### src/hdl/rsas_pkg.sv
`timescale 1ns / 1ps
// ----------------------------------------------------------------------------
// Rotated sorted array search: shared package
// Request codes, controller command and datapath status types.
// ----------------------------------------------------------------------------
package rsas_pkg;

  // Width of the element and target fields on the request channel.
  localparam int unsigned FIELD_W = 32;

  // Request kinds.
  localparam logic KIND_LOAD   = 1'b0;
  localparam logic KIND_SEARCH = 1'b1;

  // Which index drives the store read port.
  typedef enum logic [1:0] {
    RD_START,
    RD_END,
    RD_MID,
    RD_SCAN
  } rd_sel_e;

  // Window edge update ordered by the controller.
  typedef enum logic [2:0] {
    UPD_NONE,
    UPD_END_MID,
    UPD_START_MID,
    UPD_START_INC,
    UPD_SCAN_RISE,
    UPD_SCAN_FALL
  } upd_e;

  // Outcome of one window evaluation.
  typedef enum logic [2:0] {
    ACT_MISS,
    ACT_HIT,
    ACT_END_MID,
    ACT_START_MID,
    ACT_START_INC,
    ACT_SCAN_LO,
    ACT_SCAN_HI
  } act_e;

  typedef struct packed {
    logic    load;
    logic    srch_init;
    rd_sel_e rd_sel;
    logic    lat_lo;
    logic    lat_hi;
    logic    lat_mv;
    logic    scan_init;
    logic    scan_up;
    upd_e    upd;
  } cmd_t;

  typedef struct packed {
    logic win_empty;
    act_e act;
    logic scan_over;
    logic scan_break;
  } stat_t;

endpackage

### src/hdl/rsas_ctrl.sv
`timescale 1ns / 1ps
// ----------------------------------------------------------------------------
// Rotated sorted array search: controller
// Sequences store reads, window updates and scans; registers the result.
// ----------------------------------------------------------------------------
module rsas_ctrl (
  input  logic            clk_i,
  input  logic            rst_ni,
  input  logic            start_i,
  input  logic            kind_i,
  input  rsas_pkg::stat_t stat_i,
  output rsas_pkg::cmd_t  cmd_o,
  output logic            busy_o,
  output logic            done_o,
  output logic            found_o
);
  import rsas_pkg::*;

  typedef enum logic [2:0] {
    S_IDLE,
    S_CHECK,
    S_RD_HI,
    S_RD_MID,
    S_EVAL,
    S_SCAN_RD,
    S_SCAN_CMP
  } state_e;

  state_e state_q, state_d;
  logic   done_q, found_q;
  logic   fin, fin_found;

  always_comb begin
    cmd_o     = '0;
    state_d   = state_q;
    fin       = 1'b0;
    fin_found = 1'b0;
    unique case (state_q)
      S_IDLE: begin
        if (start_i) begin
          if (kind_i == KIND_LOAD) begin
            cmd_o.load = 1'b1;
          end else begin
            cmd_o.srch_init = 1'b1;
            state_d         = S_CHECK;
          end
        end
      end
      S_CHECK: begin
        if (stat_i.win_empty) begin
          fin = 1'b1;
        end else begin
          cmd_o.rd_sel = RD_START;
          state_d      = S_RD_HI;
        end
      end
      S_RD_HI: begin
        cmd_o.rd_sel = RD_END;
        cmd_o.lat_lo = 1'b1;
        state_d      = S_RD_MID;
      end
      S_RD_MID: begin
        cmd_o.rd_sel = RD_MID;
        cmd_o.lat_hi = 1'b1;
        state_d      = S_EVAL;
      end
      S_EVAL: begin
        cmd_o.lat_mv = 1'b1;
        state_d      = S_CHECK;
        case (stat_i.act)
          ACT_HIT: begin
            fin       = 1'b1;
            fin_found = 1'b1;
          end
          ACT_END_MID:   cmd_o.upd = UPD_END_MID;
          ACT_START_MID: cmd_o.upd = UPD_START_MID;
          ACT_START_INC: cmd_o.upd = UPD_START_INC;
          ACT_SCAN_LO: begin
            cmd_o.scan_init = 1'b1;
            state_d         = S_SCAN_RD;
          end
          ACT_SCAN_HI: begin
            cmd_o.scan_init = 1'b1;
            cmd_o.scan_up   = 1'b1;
            state_d         = S_SCAN_RD;
          end
          default: fin = 1'b1;
        endcase
      end
      S_SCAN_RD: begin
        if (stat_i.scan_over) begin
          cmd_o.upd = UPD_SCAN_RISE;
          state_d   = S_CHECK;
        end else begin
          cmd_o.rd_sel = RD_SCAN;
          state_d      = S_SCAN_CMP;
        end
      end
      S_SCAN_CMP: begin
        if (stat_i.scan_break) begin
          cmd_o.upd = UPD_SCAN_FALL;
          state_d   = S_CHECK;
        end else begin
          state_d = S_SCAN_RD;
        end
      end
      default: state_d = S_IDLE;
    endcase
    if (fin) state_d = S_IDLE;
  end

  always_ff @(posedge clk_i or negedge rst_ni) begin
    if (!rst_ni) begin
      state_q <= S_IDLE;
      done_q  <= 1'b0;
      found_q <= 1'b0;
    end else begin
      state_q <= state_d;
      done_q  <= fin;
      if (fin) found_q <= fin_found;
    end
  end

  assign busy_o  = (state_q != S_IDLE);
  assign done_o  = done_q;
  assign found_o = found_q;

  a_done_idle: assert property (@(posedge clk_i) disable iff (!rst_ni)
    done_q |-> (state_q == S_IDLE))
    else $error("result strobe while a search is still running");

  a_done_pulse: assert property (@(posedge clk_i) disable iff (!rst_ni)
    done_q |=> !done_q)
    else $error("result strobe held for more than one cycle");

endmodule

### config.mk
export PLATFORM = sky130hd
export DESIGN_NAME = rsas_ctrl
export DESIGN_NICKNAME = d
export VERILOG_FILES = /design/src/hdl/rsas_pkg.sv /design/src/hdl/rsas_ctrl.sv
export SDC_FILE = /design/constraint.sdc
export NUM_CORES = 1
export LEC_CHECK = 0
export BUFFER_PORTS_ARGS = -buffer_cell sky130_fd_sc_hd__clkbuf_2
export CELL_PAD_IN_SITES_DETAIL_PLACEMENT = 1
export CELL_PAD_IN_SITES_GLOBAL_PLACEMENT = 1
export CORE_AREA = 2 2 44 46
export DETAILED_ROUTE_END_ITERATION = 10
export DIE_AREA = 0 0 46 48
export GPL_TIMING_DRIVEN = 0
export PLACE_DENSITY_LB_ADDON = 0.1
export RECOVER_POWER = 100
export SLEW_MARGIN = 15
export SYNTH_ARGS = -nofsm -noshare
export SYNTH_HDL_FRONTEND = slang
export SYNTH_SLANG_ARGS = --single-unit
### constraint.sdc
create_clock -name clk_i -period 3.7 [get_ports clk_i]
set_input_delay 0.925 -clock clk_i [delete_from_list [all_inputs] [get_ports clk_i]]
set_output_delay 0.925 -clock clk_i [all_outputs]
set_load 0.01 [all_outputs]
==> run metrics <==
Post-CTS Hold Buffers=0; Int Pwr=198.9 uW; slew margin rel.=75.90%; Die ar.=2208 um2; Adder-Cell Fraction of Synth Area=0%; Worst VDD drop=0.1366 mV; top cells by area, synth=dfrtp_1 26%, o21a_1 4.6%, nand2_1 3.9%, buf_2 3.1%, a221oi_2 3.1%; total core area=1689 um2; Synth Register Bits=5; post-CTS setup buffers=0; pwr dens=585.4 nW/um2; hpwl dp=968.3 um; Post-Synthesis Cells=61; clk root buf=clkbuf_4; critical path class=primary input to output pin; total gr overflow=0; WP data arrival=1.79 ns; status=complete, no violations; post-synthesis mux area share=0%; Cell Area, Synth=485.5 um2; setup ws final=0.9848 ns; CP startpoint kind=primary input; Setup WS pre-CTS=0.9696 ns; RSZ-0062 raised after global routing=false; drt pass-1 iters=2; Max-Cap Viols=0; nets=97; Final TNS setup=0 ns; Buf/Inv on CP=2; Critical Path Fanout Max=10; Via Count=520; Slowest-stage cell, CP=o31a_1; worst path required time=2.77 ns; Sw Ratio=43.54%; synth cell count leaders=5 x dfrtp_1, 5 x nand2_1, 4 x nor2_1; sequential share of power=24.5%; # IOs=25; Max Freq=0.3683 GHz; Worst-Margin Slew=0.3615 ns; largest net degree at the start of global routing=11; Tcrit/Tclk final=73.38%; CTS sink cnt=5; Pleak=0.0002528 uW; Crit path max-delay family=buffers and inverters; cell row count=15; post-route ant nets=0; post_cts resized=0; initial antenna violation count=0; fill count=231; final routed DRC violation total=0; asr flop ratio synth=100.0%; number of I/O port buffers=21; share of power burned in combinational logic=58.4%; wire length per cell=11.82 um; Placed Area=611.8 um2; GRT Overall Usage=12.34%; CTS HTree Levels=1; Synth area leader=dfrtp_1; Clock power frac=17.1%; initial core utilization=28.74%; Avg Cell Area, Syn=7.958 um2; Chip Height=48 um; Core Util, Final=35.63%; Synth top area share=25.77%; largest family of logic cells by synthesized area=simple AND/OR/NAND/NOR gates; CP Capture Type=output pin; Setup Skew=0.002722 ns; antenna diode count=0; Die Span X=46 um; Net Sw Power=153.4 uW; setup violators final=0; vias in the first global route=437; via-per-instance ratio=5.049; RePlAce Congestion=0.7085; XOR/XNOR Fraction of Synth Area=3.608%; WHS=0.5361 ns; Warnings, synthesis=0; Worst-Skew Late Latency=0.24 ns; fin crit period=2.715 ns; Worst-path clk slew=0.04 ns; layout cells sized above 1=17.44%; worst path cell trace=buf_2, xnor2_1, o31a_1, nor3b_1, clkbuf_1; CTS Buf Count=3; HP Class=primary input to asynchronous set/reset pin; post-synthesis simple-gate area fraction=35.57%; compound-cell area share of the yosys netlist=24.48%; global-route wire length before repair=1.938 mm; max-slew violations=0; Yosys cell types=36; Final Hold Vio Count=0; CTS tree=built; Post-synth EDFFs=0; sequential share of the synthesized area=25.77%; predominant post-synthesis flop cell=dfrtp_1; Synth Net Count=71; delay of the slowest cell on the worst path=0.23 ns; cell area after layout=601.8 um2; DRT iter0 DRCs=2; Layout area overhead=23.97%; Longest Clk Path Bufs=2; total wire length=1.217 mm
[path summary, 6_finish.rpt]
check,slack (ns),endpoint,startpoint,depth (start not counted)
worst max-delay path,0.98,cmd_o[0],stat_i[4],5
worst min-delay path,0.54,state_q[1],rst_ni,1
worst max register to register,1.99,state_q[2],state_q[2],5
worst min register to register,0.61,found_o,found_o,2
max in group asynchronous,2.94,state_q[2],rst_ni,1
min in group clk_i,0.61,found_o,found_o,2
[layer usage]
| metal | share of wire (%) | track usage, % | routed length, um |
|---|---|---|---|
| met4 | 0 | 5.143 | 0 |
| met2 | 43 | 18.33 | 527 |
| met1 | 51 | 16.74 | 615 |
| met5 | 0 | 0 | 0 |
| met3 | 6.1 | 3.396 | 74 |
[metrics by stage]
| step | power (uW) | instances |
|---|---|---|
| floorplan | 243.3 | 61 |
| global placement | 313.9 | 99 |
| detailed placement | 316.2 | 99 |
| CTS | 380.7 | 103 |
| global route | 391.7 | 103 |
| finish | 352.3 | 103 |
[registers in the layout, summed over array words and instances (netlist names)]
name,count
found_o,1
done_o,1
state_q,3
[cell usage in the layout, fill, tap and decap left out, types with 2 or more instances in the layout]
cell,instances
clkbuf_1,19
clkbuf_2,7
nand2_1,5
dfrtp_1,5
nor2_1,4
o21ai_0,4
buf_2,3
o21a_1,3
clkbuf_4,3
nand2b_1,2
nor3b_1,2
nor3_1,2
inv_1,2
nand3b_1,2
a21oi_1,2
[power by group through the flow]
stage          combinational, uW  clock, uW  sequential (uW)
2_1_floorplan                157          0             86.4
3_3_place_gp                 227          0             87.1
3_5_place_dp                 228          0             87.7
4_1_cts                      230       63.8             86.9
5_1_grt                      232       70.2             89.7
6_report                     206       60.4             86.3
[worst reg2reg max path, delay by kind of cell (launching register included)]
family / cells / cell delay [ns]
buffers and inverters: 2 / 0.47
DFF: 1 / 0.39
and+or+nand+nor: 3 / 0.73
[kinds of logic after synthesis]
logic type,count (synthesis)
compound gates,16
xor+xnor,2
buf+inv,10
flops,5
simple gates,28
[layout make-up]
class	instances	area [um2]	share of cell area [%]
multi-input combinational	46	299.0	49.69
clock buffer	4	26.28	4.366
inverter	3	12.51	2.079
timing repair buffer	21	87.58	14.55
tap	17	21.27	3.534
buffer	7	30.03	4.990
sequential	5	125.1	20.79
No activity file was read; power rests on OpenSTA's default activity.
